$ cat src/rtl/core/imu_dfc_pkg.sv
package imu_dfc_pkg;

  // Frame layout: two header bytes, payload, one checksum byte
  localparam int FRAME_BYTES   = 23;
  localparam int PAYLOAD_BYTES = FRAME_BYTES - 3;
  localparam int CHECK_POS     = FRAME_BYTES - 1;
  localparam int FIRST_PAY_POS = 2;
  localparam int NUM_CH        = PAYLOAD_BYTES / 2;

  localparam int POS_W  = 5;
  localparam int CH_W   = 4;
  localparam int PEND_W = 4;
  localparam int CFG_IDX_W  = 3;
  localparam int CFG_DATA_W = 32;
  localparam int GAIN_W     = 32;
  localparam int RAW_W      = 16;
  localparam int SCALED_W   = 48;
  localparam int COUNT_W    = 32;

  localparam logic [7:0]        SYNC_FIRST_RST  = 8'd127;
  localparam logic [7:0]        SYNC_SECOND_RST = 8'd128;
  localparam logic [GAIN_W-1:0] GAIN_RST        = 32'd65536;

  typedef enum logic [CFG_IDX_W-1:0] {
    CFG_SYNC_FIRST  = 3'd0,
    CFG_SYNC_SECOND = 3'd1,
    CFG_ACCEL_GAIN  = 3'd2,
    CFG_RATE_GAIN   = 3'd3,
    CFG_ANGLE_GAIN  = 3'd4,
    CFG_TEMP_GAIN   = 3'd5
  } cfg_reg_t;

  typedef enum logic [1:0] {
    PH_SEEK_FIRST  = 2'd0,
    PH_SEEK_SECOND = 2'd1,
    PH_COLLECT     = 2'd2
  } hunt_phase_t;

  typedef logic [NUM_CH-1:0][RAW_W-1:0] word_vec_t;

  // Handoff of one finished frame from parser to emitter
  typedef struct packed {
    logic               load;
    logic               bad;
    logic [COUNT_W-1:0] seen;
    logic [COUNT_W-1:0] nbad;
    word_vec_t          words;
  } frame_t;

  typedef struct packed {
    logic [GAIN_W-1:0] accel;
    logic [GAIN_W-1:0] rate;
    logic [GAIN_W-1:0] angle;
    logic [GAIN_W-1:0] temp;
  } gains_t;

endpackage

$ cat src/rtl/core/imu_dfc_if.sv
interface imu_dfc_byte_if;
  import imu_dfc_pkg::*;
  logic       valid;
  logic       ready;
  logic [7:0] data_byte;

  modport source (output valid, output data_byte, input ready);
  modport sink   (input valid, input data_byte, output ready);
endinterface

interface imu_dfc_result_if;
  import imu_dfc_pkg::*;
  logic                       valid;
  logic                       ready;
  logic [CH_W-1:0]            channel;
  logic signed [RAW_W-1:0]    raw_value;
  logic signed [SCALED_W-1:0] scaled_value;
  logic                       last;
  logic                       checksum_bad;
  logic [COUNT_W-1:0]         frames_seen;
  logic [COUNT_W-1:0]         frames_bad;

  modport source (output valid, output channel, output raw_value, output scaled_value,
                  output last, output checksum_bad, output frames_seen,
                  output frames_bad, input ready);
  modport sink   (input valid, input channel, input raw_value, input scaled_value,
                  input last, input checksum_bad, input frames_seen,
                  input frames_bad, output ready);
endinterface

$ cat src/rtl/core/imu_frame_deframer_checksum_top.sv
// Channel   Dir  Handshake        Payload
// din       in   valid/ready      data_byte[7:0]
// dout      out  valid/ready      channel, raw_value, scaled_value, last,
//                                 checksum_bad, frames_seen, frames_bad
// cfg       in   cfg_we           cfg_index[2:0], cfg_data[31:0]
//
// One byte is taken every cycle unless the checksum beat stalls; the parser does
// hunt, sum and payload capture in a single register stage.
// A frame end hands the payload to the emitter, which gives one result per cycle
// unless stalled (ten per good frame, one per bad one) via a 16x33 multiplier
// and an output register. The checksum beat waits only while the previous
// frame's results are still being drained, so dout stalls back up into din only
// then. Synchronous reset restores config defaults and clears all control.
module imu_frame_deframer_checksum_top
  import imu_dfc_pkg::*;
(
  input  logic                  clk,
  input  logic                  rst,
  input  logic                  cfg_we,
  input  logic [CFG_IDX_W-1:0]  cfg_index,
  input  logic [CFG_DATA_W-1:0] cfg_data,
  imu_dfc_byte_if.sink          din,
  imu_dfc_result_if.source      dout
);

  logic [7:0] sync_first;
  logic [7:0] sync_second;
  gains_t     gains;
  frame_t     frm;
  logic       emit_busy;

  always_ff @(posedge clk) begin
    if (rst) begin
      sync_first  <= SYNC_FIRST_RST;
      sync_second <= SYNC_SECOND_RST;
      gains.accel <= GAIN_RST;
      gains.rate  <= GAIN_RST;
      gains.angle <= GAIN_RST;
      gains.temp  <= GAIN_RST;
    end else if (cfg_we) begin
      case (cfg_index)
        CFG_SYNC_FIRST:  sync_first  <= cfg_data[7:0];
        CFG_SYNC_SECOND: sync_second <= cfg_data[7:0];
        CFG_ACCEL_GAIN:  gains.accel <= cfg_data[GAIN_W-1:0];
        CFG_RATE_GAIN:   gains.rate  <= cfg_data[GAIN_W-1:0];
        CFG_ANGLE_GAIN:  gains.angle <= cfg_data[GAIN_W-1:0];
        CFG_TEMP_GAIN:   gains.temp  <= cfg_data[GAIN_W-1:0];
        default: ;
      endcase
    end
  end

  imu_dfc_parser u_parser (
    .clk         (clk),
    .rst         (rst),
    .din         (din),
    .sync_first  (sync_first),
    .sync_second (sync_second),
    .emit_busy   (emit_busy),
    .frm         (frm)
  );

  imu_dfc_emitter u_emitter (
    .clk       (clk),
    .rst       (rst),
    .frm       (frm),
    .gains     (gains),
    .emit_busy (emit_busy),
    .dout      (dout)
  );

  a_bad_is_single: assert property (@(posedge clk) disable iff (rst)
    dout.valid && dout.checksum_bad |-> dout.last && dout.channel == '0 &&
    dout.raw_value == '0 && dout.scaled_value == '0)
    else $error("error result malformed");

  a_frame_continues: assert property (@(posedge clk) disable iff (rst)
    dout.valid && !dout.last |=> dout.valid)
    else $error("result stream broke before last beat");

  a_stall_cause: assert property (@(posedge clk) disable iff (rst)
    !din.ready |-> emit_busy)
    else $error("input stalled with emitter idle");

  a_load_when_idle: assert property (@(posedge clk) disable iff (rst)
    frm.load |-> !emit_busy)
    else $error("frame handed over while emitter busy");

endmodule

$ cat src/rtl/core/imu_dfc_parser.sv
module imu_dfc_parser
  import imu_dfc_pkg::*;
(
  input  logic                clk,
  input  logic                rst,
  imu_dfc_byte_if.sink        din,
  input  logic [7:0]          sync_first,
  input  logic [7:0]          sync_second,
  input  logic                emit_busy,
  output frame_t              frm
);

  hunt_phase_t        phase, phase_next;
  logic [POS_W-1:0]   pos;
  logic [7:0]         running_sum;
  logic [7:0]         store [PAYLOAD_BYTES];
  logic [COUNT_W-1:0] total_frames;
  logic [COUNT_W-1:0] bad_frames;

  logic       take;
  logic       at_check;
  logic       start_frame;
  logic       pay_shift;
  logic       frame_end;
  logic       sum_bad;
  logic [7:0] b;

  assign b        = din.data_byte;
  assign at_check = (pos == POS_W'(CHECK_POS));
  // stall the checksum beat until the emitter has drained the previous frame
  assign din.ready = !(phase == PH_COLLECT && at_check && emit_busy);
  assign take      = din.valid && din.ready;

  always_comb begin
    phase_next = phase;
    case (phase)
      PH_SEEK_SECOND: begin
        if (take) begin
          if (b == sync_second) phase_next = PH_COLLECT;
          else if (b != sync_first) phase_next = PH_SEEK_FIRST;
        end
      end
      PH_COLLECT: begin
        if (take && at_check) phase_next = PH_SEEK_FIRST;
      end
      default: begin
        if (take) phase_next = (b == sync_first) ? PH_SEEK_SECOND : PH_SEEK_FIRST;
      end
    endcase
  end

  always_comb begin
    start_frame = 1'b0;
    pay_shift   = 1'b0;
    frame_end   = 1'b0;
    case (phase)
      PH_SEEK_SECOND: start_frame = take && (b == sync_second);
      PH_COLLECT: begin
        pay_shift = take && !at_check;
        frame_end = take && at_check;
      end
      default: ;
    endcase
  end

  assign sum_bad = (~running_sum != b);

  always_ff @(posedge clk) begin
    if (rst) begin
      phase        <= PH_SEEK_FIRST;
      pos          <= '0;
      running_sum  <= '0;
      total_frames <= '0;
      bad_frames   <= '0;
    end else begin
      phase <= phase_next;
      if (start_frame) begin
        pos         <= POS_W'(FIRST_PAY_POS);
        running_sum <= '0;
      end else if (pay_shift) begin
        pos         <= pos + POS_W'(1);
        running_sum <= running_sum + b;
      end
      if (frame_end) begin
        total_frames <= total_frames + COUNT_W'(1);
        if (sum_bad) bad_frames <= bad_frames + COUNT_W'(1);
      end
    end
  end

  // payload shifts in from the top; after a full frame entry 0 is the first byte
  always_ff @(posedge clk) begin
    if (pay_shift) begin
      for (int i = 0; i < PAYLOAD_BYTES - 1; i++) store[i] <= store[i+1];
      store[PAYLOAD_BYTES-1] <= b;
    end
  end

  always_comb begin
    frm.load = frame_end;
    frm.bad  = sum_bad;
    frm.seen = total_frames + COUNT_W'(1);
    frm.nbad = sum_bad ? bad_frames + COUNT_W'(1) : bad_frames;
    for (int c = 0; c < NUM_CH; c++) frm.words[c] = {store[2*c+1], store[2*c]};
  end

endmodule

$ cat src/rtl/core/imu_dfc_emitter.sv
module imu_dfc_emitter
  import imu_dfc_pkg::*;
(
  input  logic              clk,
  input  logic              rst,
  input  frame_t            frm,
  input  gains_t            gains,
  output logic              emit_busy,
  imu_dfc_result_if.source  dout
);

  logic [PEND_W-1:0]  pend;
  logic [CH_W-1:0]    ch;
  word_vec_t          words;
  logic               bad;
  logic [COUNT_W-1:0] seen;
  logic [COUNT_W-1:0] nbad;

  logic                       vld;
  logic [CH_W-1:0]            o_channel;
  logic signed [RAW_W-1:0]    o_raw;
  logic signed [SCALED_W-1:0] o_scaled;
  logic                       o_last;
  logic                       o_bad;
  logic [COUNT_W-1:0]         o_seen;
  logic [COUNT_W-1:0]         o_nbad;

  logic                       step;
  logic [RAW_W-1:0]           raw_sel;
  logic [GAIN_W-1:0]          gain_sel;
  logic signed [SCALED_W:0]   prod;

  assign emit_busy = (pend != '0);
  assign step      = emit_busy && (!vld || dout.ready);
  assign raw_sel   = bad ? '0 : words[0];

  always_comb begin
    case (ch) inside
      [4'd0:4'd2]: gain_sel = gains.accel;
      [4'd3:4'd5]: gain_sel = gains.rate;
      [4'd6:4'd8]: gain_sel = gains.angle;
      default:     gain_sel = gains.temp;
    endcase
  end

  assign prod = $signed(raw_sel) * $signed({1'b0, gain_sel});

  always_ff @(posedge clk) begin
    if (rst) begin
      pend <= '0;
      vld  <= 1'b0;
    end else begin
      if (frm.load) pend <= frm.bad ? PEND_W'(1) : PEND_W'(NUM_CH);
      else if (step) pend <= pend - PEND_W'(1);
      if (step) vld <= 1'b1;
      else if (dout.ready) vld <= 1'b0;
    end
  end

  always_ff @(posedge clk) begin
    if (frm.load) begin
      ch    <= '0;
      words <= frm.words;
      bad   <= frm.bad;
      seen  <= frm.seen;
      nbad  <= frm.nbad;
    end else if (step) begin
      ch <= ch + CH_W'(1);
      // advance to the next word
      for (int i = 0; i < NUM_CH - 1; i++) words[i] <= words[i+1];
    end
    if (step) begin
      o_channel <= ch;
      o_raw     <= $signed(raw_sel);
      o_scaled  <= prod[SCALED_W-1:0];
      o_last    <= (pend == PEND_W'(1));
      o_bad     <= bad;
      o_seen    <= seen;
      o_nbad    <= nbad;
    end
  end

  assign dout.valid        = vld;
  assign dout.channel      = o_channel;
  assign dout.raw_value    = o_raw;
  assign dout.scaled_value = o_scaled;
  assign dout.last         = o_last;
  assign dout.checksum_bad = o_bad;
  assign dout.frames_seen  = o_seen;
  assign dout.frames_bad   = o_nbad;

endmodule
$ cat src/flat_wrapper.sv
// flat-port wrapper written by rule: the top's interface ports become plain ports
module imu_frame_deframer_checksum_top_flat import imu_dfc_pkg::*;
  (clk, rst, cfg_we, cfg_index, cfg_data, din_valid, din_data_byte, din_ready, dout_valid, dout_channel, dout_raw_value, dout_scaled_value, dout_last, dout_checksum_bad, dout_frames_seen, dout_frames_bad, dout_ready);
  imu_dfc_byte_if din_i ();
  imu_dfc_result_if dout_i ();
  input  logic clk;
  input  logic rst;
  input  logic cfg_we;
  input  logic [CFG_IDX_W-1:0] cfg_index;
  input  logic [CFG_DATA_W-1:0] cfg_data;
  input wire logic [$bits(din_i.valid)-1:0] din_valid;
  input wire logic [$bits(din_i.data_byte)-1:0] din_data_byte;
  output wire logic [$bits(din_i.ready)-1:0] din_ready;
  output wire logic [$bits(dout_i.valid)-1:0] dout_valid;
  output wire logic [$bits(dout_i.channel)-1:0] dout_channel;
  output wire logic [$bits(dout_i.raw_value)-1:0] dout_raw_value;
  output wire logic [$bits(dout_i.scaled_value)-1:0] dout_scaled_value;
  output wire logic [$bits(dout_i.last)-1:0] dout_last;
  output wire logic [$bits(dout_i.checksum_bad)-1:0] dout_checksum_bad;
  output wire logic [$bits(dout_i.frames_seen)-1:0] dout_frames_seen;
  output wire logic [$bits(dout_i.frames_bad)-1:0] dout_frames_bad;
  input wire logic [$bits(dout_i.ready)-1:0] dout_ready;
  assign din_i.valid = din_valid;
  assign din_i.data_byte = din_data_byte;
  assign din_ready = din_i.ready;
  assign dout_valid = dout_i.valid;
  assign dout_channel = dout_i.channel;
  assign dout_raw_value = dout_i.raw_value;
  assign dout_scaled_value = dout_i.scaled_value;
  assign dout_last = dout_i.last;
  assign dout_checksum_bad = dout_i.checksum_bad;
  assign dout_frames_seen = dout_i.frames_seen;
  assign dout_frames_bad = dout_i.frames_bad;
  assign dout_i.ready = dout_ready;
  imu_frame_deframer_checksum_top u_core (.clk(clk), .rst(rst), .cfg_we(cfg_we), .cfg_index(cfg_index), .cfg_data(cfg_data), .din(din_i), .dout(dout_i));
endmodule
$ cat config.mk
export PLATFORM = sky130hd
export DESIGN_NAME = imu_frame_deframer_checksum_top_flat
export DESIGN_NICKNAME = d
export VERILOG_FILES = /design/src/rtl/core/imu_dfc_pkg.sv /design/src/rtl/core/imu_dfc_if.sv /design/src/rtl/core/imu_frame_deframer_checksum_top.sv /design/src/rtl/core/imu_dfc_parser.sv /design/src/rtl/core/imu_dfc_emitter.sv /design/src/flat_wrapper.sv
export SDC_FILE = /design/constraint.sdc
export NUM_CORES = 2
export LEC_CHECK = 0
export BUFFER_PORTS_ARGS = -buffer_cell sky130_fd_sc_hd__buf_2
export CAP_MARGIN = 20
export CORE_ASPECT_RATIO = 0.5
export CORE_MARGIN = 1
export CORE_UTILIZATION = 50
export CTS_BUF_LIST = sky130_fd_sc_hd__clkbuf_4 sky130_fd_sc_hd__clkbuf_8
export DETAILED_ROUTE_END_ITERATION = 10
export PLACE_DENSITY = 0.67
export SYNTH_ARGS = -nofsm -noshare
export SYNTH_HDL_FRONTEND = slang
export SYNTH_SLANG_ARGS = --single-unit
$ cat constraint.sdc
create_clock -name clk -period 14.4 [get_ports clk]
set_input_delay 1.44 -clock clk [delete_from_list [all_inputs] [get_ports clk]]
set_output_delay 1.44 -clock clk [all_outputs]
set_load 0.005 [all_outputs]
---- Word-level counts from Yosys, hierarchy flattened ----
Memory sizes are Yosys's and may differ from the RTL's.
Index checks and enable logic that the tools add are counted.
Widths: inputs -> output; s select.
storage, ports and cells
  bits in registers ....................... 591
  latch bits .............................. 0
  RAM bits ................................ 160
  bits in read-only memories .............. 0
  bits of input ports ..................... 48
  output and inout port bits .............. 136
  word-level logic and storage cells ...... 120
  memories ................................ 1
memories
  memory                 depth  width  read ports  clocked after Yosys merged registers in  wr ports  RTL line              RTL
  u_core.u_parser.store  20     8      20          0                                        20        imu_dfc_parser.sv:16  logic [7:0] store [PAYLOAD_BYTES];
operators by class
  add/subtract/negate cells ............... 6
  multiply operators ...................... 1
  divide/modulo/power cells ............... 0
  order comparisons ....................... 6
  eq/ne operators ......................... 16
  shifts and indexed selects .............. 0
  multiplexer cells ....................... 26
  bitwise logic cells ..................... 1
  reductions and logical operators ........ 28
operators by type and width
  cell                   count
  $mux 144               2
  $mux 32                4
  $add 32x1->32 const B  2
  $mul 16x33->48         1
  $eq 8x8->1             2
  $mux 16                1
  $ne 8x8->1             2
  $mux 2                 7
  $mux 4                 3
  $reduce_and 2->1       6
  $logic_and 1x1->1      10
  $add 8x8->8            1
  $mux 1                 8
  $not 8->8              1
  $reduce_bool 2->1      4
  $eq 3x2->1 const B     2
  $eq 3x3->1 const B     2
  $add 5x1->5 const B    1
  $eq 5x5->1 const B     1
  $add 4x1->4 const B    1
  $eq 4x1->1 const B     1
  $ge 4x1->1 const B     1
  $ge 4x2->1 const B     1
  $ge 4x3->1 const B     1
  17 further kinds       19

---- Depth between registers and ports, before layout ----
  depth in word-level cells ............... 9
  mapped depth ............................ 33
  gate-level depth less buffers ........... 30

---- Modules after synthesis ----
From an unflattened synthesis, not the netlist that was laid out.
unflattened totals
  cells, all modules ...................... 4,064
  area total of the unflattened synthesis .. 46,194.3 sq um
by module, submodules not included
  module                           instances  cells each  area each (sq um)  seq. area each (sq um)
  imu_dfc_emitter                  1          2,748       30,533.0           10,960.5
  imu_dfc_parser                   1          801         9,947.0            6,386.1
  imu_frame_deframer_checksum_top  1          515         5,714.2            2,882.8

---- Least setup slack after synthesis ----
Ideal clock, no wire load.
  kind .................................... input-to-reg
  start point ............................. input port din_valid
  end point ............................... register u_core.u_parser.total_frames[31]
  data arrival time ....................... 7.946 ns
  required time ........................... 14.272 ns
  path slack .............................. 6.327 ns
  stages .................................. 5
  cells stage by stage .................... nand2_1 > nor3_1 > nand4_1 > xor2_1 > nor2_1
RTL lines
  element                 RTL line              RTL
  start: declaration      flat_wrapper.sv:11    input wire logic [$bits(din_i.valid)-1:0] din_valid;
  end signal: assignment  imu_dfc_parser.sv:85  total_frames <= total_frames + COUNT_W'(1);
  end: declaration        imu_dfc_parser.sv:17  logic [COUNT_W-1:0] total_frames;

---- Worst setup path in the final report ----
  start point ............................. register u_core.u_emitter.ch[1]
  end point ............................... register u_core.u_emitter.o_scaled[44] (netlist: u_core.u_emitter.dout.scaled_value[44]), data pin
between the ends
  word-level cells in the longest chain between the ends .. 6
  elaborated cells on any way between the ends .. 13
  classes of those cells .................. 1 x mul; 6 x order compare; 3 x mux; 3 x reduce/logical
RTL lines
  element                                                    RTL line               RTL
  start: declaration                                         imu_dfc_emitter.sv:13  logic [CH_W-1:0] ch;
  start signal: assignment                                   imu_dfc_emitter.sv:68  ch <= ch + CH_W'(1);
  $ge 4x3->1 (no line) / $le 4x4->1 (equally long branches)  -
  $logic_and 1x1->1 (no line)                                -
  $mux 32 (2 in a row)                                       imu_dfc_emitter.sv:38  case (ch) inside
  $mux 32 *                                                  imu_dfc_emitter.sv:38
  $mul 16x33->48 *                                           imu_dfc_emitter.sv:46  assign prod = $signed(raw_sel) * $signed({1'b0, gain_sel});
  named net u_core.u_emitter.prod[44]                        imu_dfc_emitter.sv:31  logic signed [SCALED_W:0] prod;
  end signal: assignment                                     imu_dfc_emitter.sv:75  o_scaled <= prod[SCALED_W-1:0];
  end: declaration                                           imu_dfc_emitter.sv:22  logic signed [SCALED_W-1:0] o_scaled;
Mark *: on every way through the listed nets, which the timed path passes. The rest lies on a longest branch.
A chain may end at the register's enable or synchronous reset.

==> impl_metrics.env <==
export IMPL_outcome="finished, final reports clean"
export IMPL_crit_slowest_cell="sky130_fd_sc_hd__a21oi_1"
export IMPL_layout_setup_ws_ps=5450
export IMPL_synth_xor_area_share=0.0353
export IMPL_count_of_routing_violations_after_the_opening_detailed_route_iteration=2531
export IMPL_globalplace_congestion=0.938
export IMPL_postSynthAreaPerCell_um2=10.1
export IMPL_power_ir_vdd_worst_v=0.0000673
export IMPL_worst_path_buf_inv=6
export IMPL_synth_simple_gate_area_share=0.154
export IMPL_use_met3=0.0506
export IMPL_boundaryPins=184
export IMPL_number_of_antenna_violations_at_the_first_check_in_global_routing=11
export IMPL_instances_no_fill=5888
export IMPL_routed_wl_um=111000
export IMPL_clock_fmax_ghz=0.112
export IMPL_die_area_um2=91500
export IMPL_largest_net_degree_at_the_start_of_global_routing=118
export IMPL_post_cts_buffers=0
export IMPL_grt_use_met2=0.372
export IMPL_number_of_cts_inserted_buffers=106
export IMPL_layout_nets=5243
export IMPL_largest_fanout_on_the_critical_path=64
export IMPL_criticalPathCategory="reg2reg"
export IMPL_rows=77
export IMPL_synthesized_net_count=5107
export IMPL_max_transition_viols_final=0
export IMPL_synth_top_family_by_area="adder cells"
export IMPL_required_ps=14910
export IMPL_ctsResizeCount=0
export IMPL_rsz0062_at_grt="false"
export IMPL_asyncSetResetFlopFracSynth=0
export IMPL_hold_buffer_count_at_cts=0
export IMPL_gr_total_overflow=0
export IMPL_muxShareOfSynthArea=0.00801
export IMPL_min_path_type="reg2reg"
export IMPL_remaining_drc_errors=0
export IMPL_initial_utilization=0.508
export IMPL_cellLeakagePower_nw=21.0
export IMPL_synth_largest_type_area_fraction=0.345
export IMPL_synth_top_cell_by_area="sky130_fd_sc_hd__edfxtp_1"
export IMPL_floorplan_die_width_um=427
export IMPL_post_route_cells_drive_above_1_share=0.0942
export IMPL_layout_stage_area_growth_over_the_synthesis_result_pct=9.41
export IMPL_route_vias_total=30900
export IMPL_cpLargestDelayFamily="adder cells"
export IMPL_critical_path_reg2reg_startpoint="u_core.u_emitter.ch[1]"
export IMPL_worstMarginPinSlew_ps=1250
export IMPL_fin_total_pwr_mw=4.48
export IMPL_io_buffer_count=183
export IMPL_layout_min_cycle_time_ps=8950
export IMPL_clock_slew_at_reported_path_ffs_ps=70
export IMPL_synth_compound_area_share=0.0579
export IMPL_slowest_delay_ps=940
export IMPL_h_tree_depth=3
export IMPL_synth_seq_area_share=0.448
export IMPL_hold_depth=0
export IMPL_yosys_register_bits=751
export IMPL_clock_insertion_delay_worst_skew_ps=800
export IMPL_arrival_ps=9460
export IMPL_final_core_utilization=0.556
export IMPL_holdPathEnd="u_core.u_emitter.dout.frames_seen[28]"
export IMPL_detail_route_vias_per_cell=5.24
export IMPL_timing_slew_headroom=0.165
export IMPL_synth_warnings=0
export IMPL_ys_flop_type="sky130_fd_sc_hd__edfxtp_1"
export IMPL_regToRegSetupSlack_ps=5450
export IMPL_synthesis_instances=4472
export IMPL_count_of_flip_flops_with_a_built_in_enable_after_synthesis=519
export IMPL_use_met1=0.356
export IMPL_worst_r2r_path_depth=28
export IMPL_chip_height_um=214
export IMPL_cpMostUsedCell="sky130_fd_sc_hd__fa_1"
export IMPL_grt_use_total=0.246
export IMPL_cts_tree="done"
export IMPL_cts_num_sinks=751
export IMPL_timing_critical_path_from_type="flip-flop"
export IMPL_post_drt_wl_per_cell_um=18.8
export IMPL_core_area_um2=88800
export IMPL_hold_violations=0
export IMPL_dp_final_hpwl_um=77900
export IMPL_synthesis_area_um2=45100
export IMPL_final_setup_skew_ps=47.2
export IMPL_firstDrtPassIters=5
export IMPL_setup_violations=0
export IMPL_final_min_period_over_clock_period=0.622
export IMPL_grt_first_pass_wirelength_um=176000
export IMPL_synth_top_cells_by_area="sky130_fd_sc_hd__edfxtp_1, sky130_fd_sc_hd__fa_1, sky130_fd_sc_hd__dfxtp_1"
export IMPL_placedCellCount=5685
export IMPL_p_per_area_nw_per_um2=90.7
export IMPL_cts_root_to_sink_buffers=3
export IMPL_pre_cts_slack_ps=5440
export IMPL_endpoint_type_of_the_worst_setup_path="flip-flop"
export IMPL_hold_start="u_core.u_emitter.seen[28]"
export IMPL_max_cap_violations=0
export IMPL_regToRegEndpoint="u_core.u_emitter.dout.scaled_value[44]"
export IMPL_busiest_layer="met2"
export IMPL_final_setup_tns_ps=0
export IMPL_grt_pass1_vias=31300
export IMPL_antenna_violating_nets_post_route=0
export IMPL_netlist_cell_type_count=63
export IMPL_synth_adder_area_share=0.232
export IMPL_clock_tree_root_cell="sky130_fd_sc_hd__clkbuf_8"
Yosys cell counts (9+ instances only):
master,instances
sky130_fd_sc_hd__nand2_1,1117
sky130_fd_sc_hd__inv_1,545
sky130_fd_sc_hd__edfxtp_1,519
sky130_fd_sc_hd__fa_1,419
sky130_fd_sc_hd__nor2_1,367
sky130_fd_sc_hd__a21oi_1,252
sky130_fd_sc_hd__dfxtp_1,232
sky130_fd_sc_hd__clkbuf_1,199
sky130_fd_sc_hd__ha_1,168
sky130_fd_sc_hd__xnor2_1,95
sky130_fd_sc_hd__xor2_1,85
sky130_fd_sc_hd__a21o_1,64
sky130_fd_sc_hd__o21ai_0,51
sky130_fd_sc_hd__a211oi_1,40
sky130_fd_sc_hd__nand3_1,39
sky130_fd_sc_hd__mux2i_1,35
sky130_fd_sc_hd__or3_1,33
sky130_fd_sc_hd__nand4_1,32
sky130_fd_sc_hd__nor3_1,23
sky130_fd_sc_hd__nand2b_1,22
sky130_fd_sc_hd__and3_1,13
sky130_fd_sc_hd__and2_1,12
sky130_fd_sc_hd__nand3b_1,12
sky130_fd_sc_hd__nor2b_1,10
sky130_fd_sc_hd__clkinv_1,9
state kept, by name, indices dropped and copies added (netlist names), 48 cells and up:
name / cells
u_core.u_emitter.dout.scaled_value: 48
u_core.gains: 128
u_core.u_parser.store: 160
u_core.u_emitter.words: 160
power by group:
group | internal (mW) | switching [mW]
clock network | 0.848 | 0.843
logic | 0.179 | 0.301
registers | 2.30 | 0.00533
routing by layer:
layer	vias up	part of all wire	routed length [um]
li1	14600	-	-
met1	15200	0.46	50700
met2	958	0.45	49300
met3	168	0.070	7790
met4	0	0.026	2910
met5	-	0	0
cell families after synthesis:
logic type | count (synthesis)
adders and majority gates | 587
muxes | 36
buffers and inverters | 764
xor gates and xnor gates | 181
and+or+nand+nor | 1705
DFF | 751
AOI/OAI and AO/OA | 448
worst max-delay path by stage:
| stage | from | to | slack, ps | cells past startpoint |
|---|---|---|---|---|
| 6_report | u_core.u_emitter.ch[1] | u_core.u_emitter.dout.scaled_value[44] | 5450 | 28 |
| 5_1_grt | u_core.u_emitter.ch[1] | u_core.u_emitter.dout.scaled_value[44] | 4990 | 28 |
| 4_1_cts | u_core.u_emitter.ch[1] | u_core.u_emitter.dout.scaled_value[44] | 5540 | 28 |
| 3_5_place_dp | u_core.u_emitter.ch[1] | u_core.u_emitter.dout.scaled_value[44] | 5440 | 28 |
| 3_3_place_gp | u_core.u_emitter.ch[1] | u_core.u_emitter.dout.scaled_value[44] | 5560 | 28 |
| 2_1_floorplan | din_valid | u_core.u_parser.total_frames[31] | 6330 | 5 |
cells in the final DEF (no fill, tap or decap), drive strengths merged, types with 7 or more instances in the layout:
| cell | Yosys | final |
|---|---|---|
| edfxtp | 519 | 519 |
| nand3 | 40 | 40 |
| buf | 11 | 238 |
| dfxtp | 232 | 232 |
| nor2 | 368 | 368 |
| clkinv | 9 | 40 |
| nor2b | 10 | 10 |
| ha | 168 | 168 |
| xor2 | 85 | 85 |
| o21ai | 52 | 52 |
| a21oi | 252 | 252 |
| fa | 419 | 419 |
| nor4 | 7 | 7 |
| nor3 | 23 | 23 |
| nand2 | 1117 | 1117 |
| nand3b | 12 | 12 |
| xnor2 | 96 | 96 |
| a21o | 64 | 64 |
| a211oi | 40 | 40 |
| and3 | 13 | 13 |
| diode | 0 | 9 |
| inv | 545 | 551 |
| nand2b | 22 | 22 |
| mux2i | 35 | 35 |
| clkbuf | 199 | 153 |
| o21bai | 8 | 8 |
| nand4 | 33 | 33 |
| or3 | 34 | 34 |
| and2 | 12 | 12 |
final cells by class:
type | count | area, um2
fill | 7837 | 39400
multi-input combinational | 2957 | 22100
sequential | 751 | 20200
inverter | 554 | 2090
clock buffer | 153 | 1840
tap | 1185 | 1480
timing repair buffer | 238 | 1350
clock inverter | 41 | 283
antenna | 9 | 22.5
metrics by stage:
step / area, um2 / hold WS, ps
after floorplan: 45100 / 400
after global placement: 47200 / 402
after detailed placement: 47200 / 405
after CTS: 49400 / 370
after global routing: 49400 / 380
final: 49400 / 381
No activity file was read; power rests on OpenSTA's default activity.
